$ cat config.mk
export PLATFORM = sky130hd
export DESIGN_NAME = priority_scheduler_timed_wakeup_top
export DESIGN_NICKNAME = d
export VERILOG_FILES = /design/src/rtl/pst_pkg.sv /design/src/rtl/pst_front.sv /design/src/rtl/pst_cmd_fifo.sv /design/src/rtl/pst_back.sv /design/src/rtl/priority_scheduler_timed_wakeup_top.sv
export SDC_FILE = /design/constraint.sdc
export NUM_CORES = 2
export LEC_CHECK = 0
export ABC_AREA = 1
export BUFFER_PORTS_ARGS = -buffer_cell sky130_fd_sc_hd__buf_2
export CAP_MARGIN = 0
export CORE_AREA = 2 2 495 497
export CTS_CLUSTER_SIZE = 20
export DETAILED_ROUTE_END_ITERATION = 8
export DIE_AREA = 0 0 497 499
export HOLD_SLACK_MARGIN = 0.05
export PLACE_DENSITY = 0.58
export SLEW_MARGIN = 10
export SYNTH_ARGS = -nofsm -noshare
export SYNTH_HDL_FRONTEND = slang
export SYNTH_SLANG_ARGS = --single-unit
$ cat constraint.sdc
create_clock -name clk -period 7.6 [get_ports clk]
set_clock_uncertainty 0.05 [all_clocks]
set_input_delay 0.38 -clock clk [delete_from_list [all_inputs] [get_ports clk]]
set_output_delay 0.38 -clock clk [all_outputs]
set_load 0.05 [all_outputs]
$ cat src/rtl/pst_pkg.sv
// ----------------------------------------------------------------------------
// Scheduler package
// Shared types and codes of the thread scheduler with a timed delay queue.
// ----------------------------------------------------------------------------
package pst_pkg;

	typedef enum logic [2:0] {
		CMD_CREATE    = 3'd0,
		CMD_SET_PRIO  = 3'd1,
		CMD_WAIT      = 3'd2,
		CMD_ADVANCE   = 3'd3,
		CMD_READY     = 3'd4,
		CMD_BLOCK     = 3'd5,
		CMD_SCHEDULE  = 3'd6,
		CMD_UNUSED    = 3'd7
	} cmd_t;

	typedef enum logic [2:0] {
		STS_OK       = 3'd0,
		STS_TOO_SOON = 3'd1,
		STS_FULL     = 3'd2,
		STS_NONE     = 3'd3,
		STS_IDLE     = 3'd4
	} status_t;

	localparam logic [1:0] REG_WAKE_TOL  = 2'd0;
	localparam logic [1:0] REG_MIN_DELAY = 2'd1;
	localparam logic [1:0] REG_IDLE      = 2'd2;

	localparam logic [29:0] WAKE_TOL_RESET  = 30'd999999;
	localparam logic [29:0] MIN_DELAY_RESET = 30'd1000000;

	typedef struct packed {
		logic [2:0]  cmd;
		logic [3:0]  thread_sel;
		logic [7:0]  prio;
		logic [62:0] wake_time;
		logic [62:0] now_time;
	} in_word_t;

	typedef struct packed {
		logic [2:0]  status;
		logic [3:0]  thread_out;
		logic [4:0]  woken_count;
		logic [62:0] next_wake;
		logic        next_wake_valid;
	} out_word_t;

	typedef struct packed {
		logic [2:0]  cmd;
		logic [3:0]  sel;
		logic [7:0]  prio;
		logic [62:0] wake_time;
		logic [63:0] limit;
		logic        too_soon;
	} cmd_word_t;

endpackage

$ cat src/rtl/pst_front.sv
// ----------------------------------------------------------------------------
// Scheduler front end
// Accepts command words and precomputes the wake limit and the early check.
// ----------------------------------------------------------------------------
module pst_front (
	input  logic                clk,
	input  logic                arst_n,
	input  logic                in_valid,
	output logic                in_stall,
	input  pst_pkg::in_word_t   in_data,
	input  logic [29:0]         wake_tol,
	input  logic [29:0]         min_delay,
	input  logic                fifo_full,
	output logic                fifo_push,
	output pst_pkg::cmd_word_t  fifo_word
);

	logic               v_s1;
	pst_pkg::cmd_word_t word_s1;
	logic               take;
	logic [63:0]        min_sum;

	assign in_stall  = v_s1 && fifo_full;
	assign take      = in_valid && !in_stall;
	assign fifo_push = v_s1 && !fifo_full;
	assign fifo_word = word_s1;
	assign min_sum   = {1'b0, in_data.now_time} + {34'd0, min_delay};

	always_ff @(posedge clk or negedge arst_n) begin
		if (!arst_n) begin
			v_s1 <= 1'b0;
		end else if (take) begin
			v_s1 <= 1'b1;
		end else if (fifo_push) begin
			v_s1 <= 1'b0;
		end
	end

	always_ff @(posedge clk) begin
		if (take) begin
			word_s1.cmd       <= in_data.cmd;
			word_s1.sel       <= in_data.thread_sel;
			word_s1.prio      <= in_data.prio;
			word_s1.wake_time <= in_data.wake_time;
			word_s1.limit     <= {1'b0, in_data.now_time} + {34'd0, wake_tol};
			word_s1.too_soon  <= ({1'b0, in_data.wake_time} < min_sum);
		end
	end

endmodule

$ cat src/rtl/pst_cmd_fifo.sv
// ----------------------------------------------------------------------------
// Scheduler command queue
// Two-entry queue between the front end and the execution unit.
// ----------------------------------------------------------------------------
module pst_cmd_fifo (
	input  logic                clk,
	input  logic                arst_n,
	input  logic                push,
	input  pst_pkg::cmd_word_t  push_word,
	input  logic                pop,
	output logic                full,
	output logic                empty,
	output pst_pkg::cmd_word_t  head
);

	pst_pkg::cmd_word_t slot_q [2];
	logic               wr_q;
	logic               rd_q;
	logic [1:0]         cnt_q;

	assign full  = (cnt_q == 2'd2);
	assign empty = (cnt_q == 2'd0);
	assign head  = slot_q[rd_q];

	always_ff @(posedge clk or negedge arst_n) begin
		if (!arst_n) begin
			wr_q  <= 1'b0;
			rd_q  <= 1'b0;
			cnt_q <= 2'd0;
		end else begin
			if (push && !full) begin
				wr_q <= !wr_q;
			end
			if (pop && !empty) begin
				rd_q <= !rd_q;
			end
			if ((push && !full) && !(pop && !empty)) begin
				cnt_q <= cnt_q + 2'd1;
			end else if (!(push && !full) && (pop && !empty)) begin
				cnt_q <= cnt_q - 2'd1;
			end
		end
	end

	always_ff @(posedge clk) begin
		if (push && !full) begin
			slot_q[wr_q] <= push_word;
		end
	end

endmodule

$ cat src/rtl/pst_back.sv
// ----------------------------------------------------------------------------
// Scheduler execution unit
// Holds the thread table and the sorted delay queue and runs each command.
// ----------------------------------------------------------------------------
module pst_back #(
	parameter int NUM_THREADS = 16,
	parameter int PRIO_BITS   = 8
) (
	input  logic                clk,
	input  logic                arst_n,
	input  logic [3:0]          idle_thread,
	input  logic                fifo_empty,
	input  pst_pkg::cmd_word_t  fifo_word,
	output logic                fifo_pop,
	output logic                out_valid,
	input  logic                out_stall,
	output pst_pkg::out_word_t  out_data
);

	localparam int IW = $clog2(NUM_THREADS);
	localparam int CW = $clog2(NUM_THREADS + 1);
	localparam int KW = (CW > 4) ? CW : 4;

	typedef enum logic [1:0] {
		TS_NONE    = 2'd0,
		TS_READY   = 2'd1,
		TS_WAITING = 2'd2,
		TS_RUNNING = 2'd3
	} tstate_t;

	typedef enum logic [2:0] {
		S_IDLE,
		S_WAKE,
		S_WAKE_LD,
		S_PICK,
		S_INS_RD,
		S_INS_CMP,
		S_DONE
	} fsm_t;

	fsm_t                 state_q;
	tstate_t              tstate_q [NUM_THREADS];
	logic [PRIO_BITS-1:0] prio_mem [NUM_THREADS];
	logic [62:0]          dq_time_mem [NUM_THREADS];
	logic [3:0]           dq_thread_mem [NUM_THREADS];

	pst_pkg::cmd_word_t   cur_q;
	logic [CW-1:0]        tc_q;
	logic [CW-1:0]        dcount_q;
	logic [IW-1:0]        head_q;
	logic [62:0]          head_time_q;
	logic [3:0]           head_thread_q;
	logic                 run_valid_q;
	logic [IW-1:0]        run_q;
	logic                 pick_after_q;
	logic [CW-1:0]        k_q;
	logic [CW-1:0]        scan_q;
	logic                 found_q;
	logic [IW-1:0]        best_q;
	logic [PRIO_BITS-1:0] best_prio_q;
	logic                 pv_s1;
	logic                 prdy_s1;
	logic [IW-1:0]        pidx_s1;
	logic [PRIO_BITS-1:0] pprio_s1;
	logic [2:0]           status_q;
	logic [3:0]           tout_q;
	logic [CW-1:0]        woken_q;
	logic [62:0]          rd_time_q;
	logic [3:0]           rd_thread_q;

	logic                 known;
	logic [IW-1:0]        sel_idx;
	logic [IW-1:0]        tc_idx;
	logic [IW-1:0]        head_nxt;
	logic [IW-1:0]        rd_addr;
	logic                 dq_we;
	logic [IW-1:0]        dq_wa;
	logic [62:0]          dq_wt;
	logic [3:0]           dq_wth;
	logic                 pw_en;
	logic [IW-1:0]        pw_addr;
	logic                 rd_later;

	function automatic logic [IW-1:0] phys(input logic [IW-1:0] h, input logic [CW-1:0] r);
		logic [CW:0] s;
		s = (CW+1)'(h) + (CW+1)'(r);
		if (s >= (CW+1)'(NUM_THREADS)) begin
			s = s - (CW+1)'(NUM_THREADS);
		end
		return IW'(s);
	endfunction

	assign known    = (KW'(fifo_word.sel) < KW'(tc_q));
	assign sel_idx  = IW'(fifo_word.sel);
	assign tc_idx   = IW'(tc_q);
	assign head_nxt = phys(head_q, CW'(1));
	assign fifo_pop = (state_q == S_IDLE) && !fifo_empty;
	assign rd_later = (rd_time_q > cur_q.wake_time);

	always_comb begin
		rd_addr = phys(head_q, k_q - CW'(1));
		if (state_q == S_WAKE) begin
			rd_addr = head_nxt;
		end
	end

	always_comb begin
		dq_we  = 1'b0;
		dq_wa  = phys(head_q, k_q);
		dq_wt  = cur_q.wake_time;
		dq_wth = cur_q.sel;
		if (state_q == S_INS_RD && k_q == '0) begin
			dq_we = 1'b1;
		end else if (state_q == S_INS_CMP) begin
			dq_we = 1'b1;
			if (rd_later) begin
				dq_wt  = rd_time_q;
				dq_wth = rd_thread_q;
			end
		end
	end

	always_comb begin
		pw_en   = 1'b0;
		pw_addr = sel_idx;
		if (fifo_pop) begin
			if (fifo_word.cmd == pst_pkg::CMD_CREATE && tc_q != CW'(NUM_THREADS)) begin
				pw_en   = 1'b1;
				pw_addr = tc_idx;
			end else if (fifo_word.cmd == pst_pkg::CMD_SET_PRIO && known) begin
				pw_en = 1'b1;
			end
		end
	end

	always_ff @(posedge clk) begin
		if (dq_we) begin
			dq_time_mem[dq_wa]   <= dq_wt;
			dq_thread_mem[dq_wa] <= dq_wth;
		end
		rd_time_q   <= dq_time_mem[rd_addr];
		rd_thread_q <= dq_thread_mem[rd_addr];
	end

	always_ff @(posedge clk) begin
		if (pw_en) begin
			prio_mem[pw_addr] <= PRIO_BITS'(fifo_word.prio);
		end
		pprio_s1 <= prio_mem[IW'(scan_q)];
	end

	always_ff @(posedge clk or negedge arst_n) begin
		if (!arst_n) begin
			state_q       <= S_IDLE;
			for (int i = 0; i < NUM_THREADS; i++) begin
				tstate_q[i] <= TS_NONE;
			end
			cur_q         <= '0;
			tc_q          <= '0;
			dcount_q      <= '0;
			head_q        <= '0;
			head_time_q   <= '0;
			head_thread_q <= '0;
			run_valid_q   <= 1'b0;
			run_q         <= '0;
			pick_after_q  <= 1'b0;
			k_q           <= '0;
			scan_q        <= '0;
			found_q       <= 1'b0;
			best_q        <= '0;
			best_prio_q   <= '0;
			pv_s1         <= 1'b0;
			prdy_s1       <= 1'b0;
			pidx_s1       <= '0;
			status_q      <= pst_pkg::STS_OK;
			tout_q        <= '0;
			woken_q       <= '0;
			out_valid     <= 1'b0;
			out_data      <= '0;
		end else begin
			if (out_valid && !out_stall && state_q != S_DONE) begin
				out_valid <= 1'b0;
			end
			case (state_q)
				S_IDLE: begin
					if (!fifo_empty) begin
						cur_q        <= fifo_word;
						status_q     <= pst_pkg::STS_OK;
						tout_q       <= '0;
						woken_q      <= '0;
						pick_after_q <= 1'b0;
						scan_q       <= '0;
						found_q      <= 1'b0;
						pv_s1        <= 1'b0;
						state_q      <= S_DONE;
						case (fifo_word.cmd)
							pst_pkg::CMD_CREATE: begin
								if (tc_q == CW'(NUM_THREADS)) begin
									status_q <= pst_pkg::STS_FULL;
								end else begin
									tstate_q[tc_idx] <= TS_READY;
									tout_q           <= 4'(tc_q);
									tc_q             <= tc_q + CW'(1);
								end
							end
							pst_pkg::CMD_WAIT: begin
								if (known) begin
									if (fifo_word.too_soon) begin
										status_q <= pst_pkg::STS_TOO_SOON;
									end else if (fifo_word.sel == idle_thread) begin
										status_q <= pst_pkg::STS_IDLE;
									end else if (dcount_q == CW'(NUM_THREADS)) begin
										status_q <= pst_pkg::STS_FULL;
									end else begin
										tstate_q[sel_idx] <= TS_WAITING;
										k_q               <= dcount_q;
										state_q           <= S_INS_RD;
									end
								end
							end
							pst_pkg::CMD_ADVANCE: begin
								state_q <= S_WAKE;
							end
							pst_pkg::CMD_READY: begin
								if (known) begin
									tstate_q[sel_idx] <= TS_READY;
								end
							end
							pst_pkg::CMD_BLOCK: begin
								if (known) begin
									tstate_q[sel_idx] <= TS_WAITING;
								end
							end
							pst_pkg::CMD_SCHEDULE: begin
								if (run_valid_q && tstate_q[run_q] == TS_RUNNING) begin
									tstate_q[run_q] <= TS_READY;
									pick_after_q    <= 1'b1;
									state_q         <= S_WAKE;
								end else begin
									state_q <= S_PICK;
								end
							end
							default: begin
							end
						endcase
					end
				end
				S_WAKE: begin
					if (dcount_q != '0 && {1'b0, head_time_q} <= cur_q.limit) begin
						tstate_q[IW'(head_thread_q)] <= TS_READY;
						head_q   <= head_nxt;
						dcount_q <= dcount_q - CW'(1);
						woken_q  <= woken_q + CW'(1);
						if (dcount_q > CW'(1)) begin
							state_q <= S_WAKE_LD;
						end
					end else if (pick_after_q) begin
						state_q <= S_PICK;
					end else begin
						state_q <= S_DONE;
					end
				end
				S_WAKE_LD: begin
					head_time_q   <= rd_time_q;
					head_thread_q <= rd_thread_q;
					state_q       <= S_WAKE;
				end
				S_PICK: begin
					if (pv_s1 && prdy_s1 && (!found_q || pprio_s1 > best_prio_q)) begin
						found_q     <= 1'b1;
						best_q      <= pidx_s1;
						best_prio_q <= pprio_s1;
					end
					if (scan_q < tc_q) begin
						prdy_s1 <= (tstate_q[IW'(scan_q)] == TS_READY);
						pidx_s1 <= IW'(scan_q);
						pv_s1   <= 1'b1;
						scan_q  <= scan_q + CW'(1);
					end else begin
						pv_s1 <= 1'b0;
						if (!pv_s1) begin
							state_q <= S_DONE;
							if (found_q) begin
								tstate_q[best_q] <= TS_RUNNING;
								run_q            <= best_q;
								run_valid_q      <= 1'b1;
								tout_q           <= 4'(best_q);
							end else begin
								run_valid_q <= 1'b0;
								run_q       <= '0;
								status_q    <= pst_pkg::STS_NONE;
							end
						end
					end
				end
				S_INS_RD: begin
					if (k_q == '0) begin
						head_time_q   <= cur_q.wake_time;
						head_thread_q <= cur_q.sel;
						dcount_q      <= dcount_q + CW'(1);
						state_q       <= S_DONE;
					end else begin
						state_q <= S_INS_CMP;
					end
				end
				S_INS_CMP: begin
					if (rd_later) begin
						k_q     <= k_q - CW'(1);
						state_q <= S_INS_RD;
					end else begin
						dcount_q <= dcount_q + CW'(1);
						state_q  <= S_DONE;
					end
				end
				S_DONE: begin
					if (!out_valid || !out_stall) begin
						out_valid                <= 1'b1;
						out_data.status          <= status_q;
						out_data.thread_out      <= tout_q;
						out_data.woken_count     <= 5'(woken_q);
						out_data.next_wake       <= (dcount_q != '0) ? head_time_q : 63'd0;
						out_data.next_wake_valid <= (dcount_q != '0);
						state_q                  <= S_IDLE;
					end
				end
				default: begin
					state_q <= S_IDLE;
				end
			endcase
		end
	end

endmodule

$ cat src/rtl/priority_scheduler_timed_wakeup_top.sv
// ----------------------------------------------------------------------------
// Priority scheduler with timed wakeup
// A command passes the front-end register and the command queue before the
// execution unit runs it. An advance steps through each woken entry, a wait
// shifts each later queue entry up one place, and a schedule scans each
// created thread, after the wake steps on a demotion. One command runs at once.
// Reset clears the thread table, the queue count and the registers to defaults.
// ----------------------------------------------------------------------------
module priority_scheduler_timed_wakeup_top #(
	parameter int NUM_THREADS = 16,
	parameter int PRIO_BITS   = 8
) (
	input  logic               clk,
	input  logic               arst_n,
	input  logic               in_valid,
	output logic               in_stall,
	input  pst_pkg::in_word_t  in_data,
	output logic               out_valid,
	input  logic               out_stall,
	output pst_pkg::out_word_t out_data,
	input  logic               psel,
	input  logic               penable,
	input  logic               pwrite,
	input  logic [3:0]         paddr,
	input  logic [31:0]        pwdata,
	output logic [31:0]        prdata,
	output logic               pready
);

	logic [29:0]        wake_tol_q;
	logic [29:0]        min_delay_q;
	logic [3:0]         idle_q;
	logic               fifo_full;
	logic               fifo_empty;
	logic               fifo_push;
	logic               fifo_pop;
	pst_pkg::cmd_word_t push_word;
	pst_pkg::cmd_word_t head_word;

	assign pready = 1'b1;

	always_ff @(posedge clk or negedge arst_n) begin
		if (!arst_n) begin
			wake_tol_q  <= pst_pkg::WAKE_TOL_RESET;
			min_delay_q <= pst_pkg::MIN_DELAY_RESET;
			idle_q      <= '0;
		end else if (psel && penable && pwrite) begin
			case (paddr[3:2])
				pst_pkg::REG_WAKE_TOL:  wake_tol_q  <= pwdata[29:0];
				pst_pkg::REG_MIN_DELAY: min_delay_q <= pwdata[29:0];
				pst_pkg::REG_IDLE:      idle_q      <= pwdata[3:0];
				default: begin
				end
			endcase
		end
	end

	always_comb begin
		case (paddr[3:2])
			pst_pkg::REG_WAKE_TOL:  prdata = {2'd0, wake_tol_q};
			pst_pkg::REG_MIN_DELAY: prdata = {2'd0, min_delay_q};
			pst_pkg::REG_IDLE:      prdata = {28'd0, idle_q};
			default:                prdata = '0;
		endcase
	end

	pst_front u_front (
		.clk       (clk),
		.arst_n    (arst_n),
		.in_valid  (in_valid),
		.in_stall  (in_stall),
		.in_data   (in_data),
		.wake_tol  (wake_tol_q),
		.min_delay (min_delay_q),
		.fifo_full (fifo_full),
		.fifo_push (fifo_push),
		.fifo_word (push_word)
	);

	pst_cmd_fifo u_fifo (
		.clk       (clk),
		.arst_n    (arst_n),
		.push      (fifo_push),
		.push_word (push_word),
		.pop       (fifo_pop),
		.full      (fifo_full),
		.empty     (fifo_empty),
		.head      (head_word)
	);

	pst_back #(
		.NUM_THREADS (NUM_THREADS),
		.PRIO_BITS   (PRIO_BITS)
	) u_back (
		.clk         (clk),
		.arst_n      (arst_n),
		.idle_thread (idle_q),
		.fifo_empty  (fifo_empty),
		.fifo_word   (head_word),
		.fifo_pop    (fifo_pop),
		.out_valid   (out_valid),
		.out_stall   (out_stall),
		.out_data    (out_data)
	);

endmodule

==> run metrics <==
vias in the first global route=64900; CP most frequent cell=nand2_1; Die ar.=248000 um^2; final worst setup slack=2.58 ns; Critical Path AT=5.57 ns; Fmax=0.199 GHz; P_int=30.3 mW; Setup crit end kind=flip-flop; Distinct cells, synth=60; Syn-to-layout area delta=15.3%; Buf/Inv on CP=0; GR Util All Layers=22.9%; final wirelength=291 mm; Synth Warn #=0; Die Span X=497 um; H-tree depth=4; Initial Util=38.8%; Clock Sink Count=2144; kind of critical path=reg2reg; DRT antenna net count=0; Place WS=2.58 ns; Post-Syn Area=94100 um^2; # IOs=295; CTS Buf Count=212; CTS tree=built; #FFs+latches synth=2144; P_sw=25.2 mW; vias per cell=5.46; # resized after CTS=0; multi-input logic area=28600 um^2; Seq/Total Area, Yosys=65.3%; Final Hold Viols=0; max-cap viol count=0; Slew Viols, Final=0; first-pass GRT wire length=427 mm; port bufs=287; clock-pin slew on the worst setup and hold paths=0.06 ns; Core Area=243000 um^2; die height=499 um; detailed placement HPWL=187 mm; Rel. slew slack=19.2%; worst slew pin tran=1.21 ns; DR vias=67300; Post-Syn Instances=8517; CTS Buffer Depth=3; drt first-iter violations=6438; Sequential Area=61500 um^2; top_reg_cell synth=edfxtp_1; slowest CP cell=nand2_1; layout cells sized above 1=9.64%; largest cells by area after synthesis=edfxtp_1 52%, dfrtp_1 11%, o21ai_0 5.6%; post-layout net count=9379; switching part of the total power=45.4%; crit-path cells=ha_1, nand3_1, nand2_1, a21oi_1, o21bai_1, nand2_1, nand2_1, nand2_1, nand2_1, nand2_1, nor2_1, nand4_1, xor2_1, ha_1, nand4_1, or3_1, a21oi_1, nand3_1, nor2_1, nor2_1; status=complete, no violations; floorplan row count=181; Initial DRT Pass Iterations=6; drt wl/cell=23.6 um; Clk pwr share=19.9%; Final min period=5.02 ns; Async S/R FF share, synth=20.5%; post-synthesis area per instance=11.1 um^2; DR DRC count=0; RSZ-0062 raised after global routing=no; clk root buf=clkbuf_16; largest net degree at the start of global routing=227; layout filler cell count=22000; clk_lat worst skew=0.89 ns; crit-path max FO=6; Final Cycle Share=66.1%; nature of the critical path startpoint=flip-flop; max incr delay on CP=0.43 ns; GPL Wtd Cong=0.994; Hold Path Class=in2reg; setup slack, reg-to-reg=2.58 ns; power per cell area=511 nW/um^2; Synth area leader=edfxtp_1; sequential fraction of design power=32.6%; grt ovf=0; Gate power share=47.5%; share of the synthesized area in the top cell type=52.0%; Finish-stage setup viols=0; Leak=41.0 nW; Post-synth EDFFs=1629; CP Data Required Time=8.15 ns; peak supply drop=1400 uV; initial antenna violation count=26; delay-heaviest family, CP=simple AND/OR/NAND/NOR gates; Setup TNS=0 ns
[routing by layer]
metal  track usage (%)  wire [um]  vias up
met1              31.4     126000    33400
li1                  -          -    31100
met3              3.17      18000      499
met4              8.95      11200       12
met5                 0         68        -
met2              36.8     135000     2293
[state kept, by name, summed over array words and instances, names as in the netlist, 5 cells and up]
register              cells
u_back.dq_time_mem     1008
u_fifo.slot_q           286
u_front.fifo_word       143
u_back.cur_q            131
u_back.prio_mem         128
u_back.out_data          76
u_back.dq_thread_mem     64
u_back.head_time_q       63
u_back.rd_time_q         63
u_back.tstate_q          32
min_delay_q              30
wake_tol_q               30
u_back.best_prio_q        8
u_back.pprio_s1           8
u_back.dcount_q           5
u_back.k_q                5
u_back.scan_q             5
u_back.tc_q               5
u_back.woken_q            5
[power groups by stage]
stage / logic (mW) / clock network (mW) / registers (mW)
6_report: 26.4 / 11.0 / 18.1
5_1_grt: 29.1 / 11.7 / 18.3
4_1_cts: 26.4 / 11.2 / 18.0
3_5_place_dp: 26.2 / 0 / 18.2
3_3_place_gp: 25.7 / 0 / 18.2
2_1_floorplan: 16.7 / 0 / 18.2
[synth_stat cells (27+ instances only)]
cell and count:
o22ai_1 239, o211ai_1 113, nand4_1 39, nand2_1 1028, a31oi_1 36, buf_2 68
edfxtp_1 1629, nor3_1 37, a21oi_1 245, o21ai_0 1057, xor2_1 105, o221ai_1 125
nor2_1 1260, ha_1 281, dfxtp_1 75, o21ai_1 71, clkbuf_1 322, dfrtp_1 421
o31ai_1 136, a22o_1 27, nand3_1 250, inv_1 663, xnor2_1 41
[layout by cell type, fill, tap and decap left out, types with 105 or more instances in the layout]
master / synthesis / routed
edfxtp_1: 1629 / 1629
nor2_1: 1260 / 1238
o21ai_0: 1057 / 1055
nand2_1: 1028 / 1025
inv_1: 663 / 659
dfrtp_1: 421 / 418
buf_2: 68 / 286
ha_1: 281 / 281
nand3_1: 250 / 250
a21oi_1: 245 / 244
o22ai_1: 239 / 239
clkbuf_16: 0 / 216
dlygate4sd3_1: 0 / 152
buf_4: 12 / 142
o31ai_1: 136 / 136
o221ai_1: 125 / 125
o211ai_1: 113 / 113
xor2_1: 105 / 105
[timing repair]
action | in CTS | in global routing
endpoints found under the setup margin | 0 | 0
endpoints found under the hold margin | 317 | 0
buffers inserted | 0 | 0
hold buffers | 153 | 0
[area by class of cell]
cell class                 instances  share of cell area, %
timing repair buffer             602                   4.11
tap                             3202                   3.69
sequential                      2144                   56.6
clock inverter                   126                   1.43
antenna                           15                 0.0346
clock buffer                     279                   5.41
inverter                         676                   2.37
multi-input combinational       5274                   26.3
[logic make-up after synthesis]
kind of cell | after synthesis | synth area share [%]
muxes | 20 | 0.221
xor gates and xnor gates | 146 | 1.36
DFF | 2144 | 65.3
adders and majority gates | 285 | 3.82
other | 2 | 0.00798
AOI/OAI and AO/OA | 2166 | 13.5
and+or+nand+nor | 2654 | 11.2
buffers and inverters | 1100 | 4.56
[worst paths after layout]
path | cells past startpoint | startpoint | end
min reg2reg | 0 | u_front.fifo_word[59] | u_fifo.slot_q[0][59]
max | 20 | min_delay_q[2] | u_front.fifo_word[0]
min in group asynchronous | 3 | arst_n | u_back.dcount_q[0]
max reg2reg | 20 | min_delay_q[2] | u_front.fifo_word[0]
max in group asynchronous | 5 | arst_n | u_back.cur_q[41]
min | 3 | in_data[26] | u_front.fifo_word[27]
[per-stage QoR]
step / util [%] / instances / cell area [um^2] / hold WS, ns / total power [mW]
after floorplan: - / 8518 / 94100 / 0.0344 / 34.9
final: 44.8 / 12300 / 109000 / 0.114 / 55.5
after CTS: 44.7 / 12300 / 109000 / 0.0522 / 55.7
after global placement: 41.0 / 11700 / 99500 / 0.372 / 43.9
after global routing: 44.8 / 12300 / 109000 / 0.103 / 59.0
after detailed placement: 41.0 / 11700 / 99500 / 0.379 / 44.4
[worst register-to-register path, cell delays in order (launching register included)]
cell and delay, ns:
dfrtp_1 0.42, ha_1 0.37, nand3_1 0.09, nand2_1 0.12
a21oi_1 0.20, o21bai_1 0.37, nand2_1 0.11, nand2_1 0.29
nand2_1 0.12, nand2_1 0.43, nand2_1 0.17, nor2_1 0.38
nand4_1 0.22, xor2_1 0.20, ha_1 0.30, nand4_1 0.10
or3_1 0.38, a21oi_1 0.19, nand3_1 0.09, nor2_1 0.13
nor2_1 0.06
Note: power is estimated with default switching activity, not from simulation.
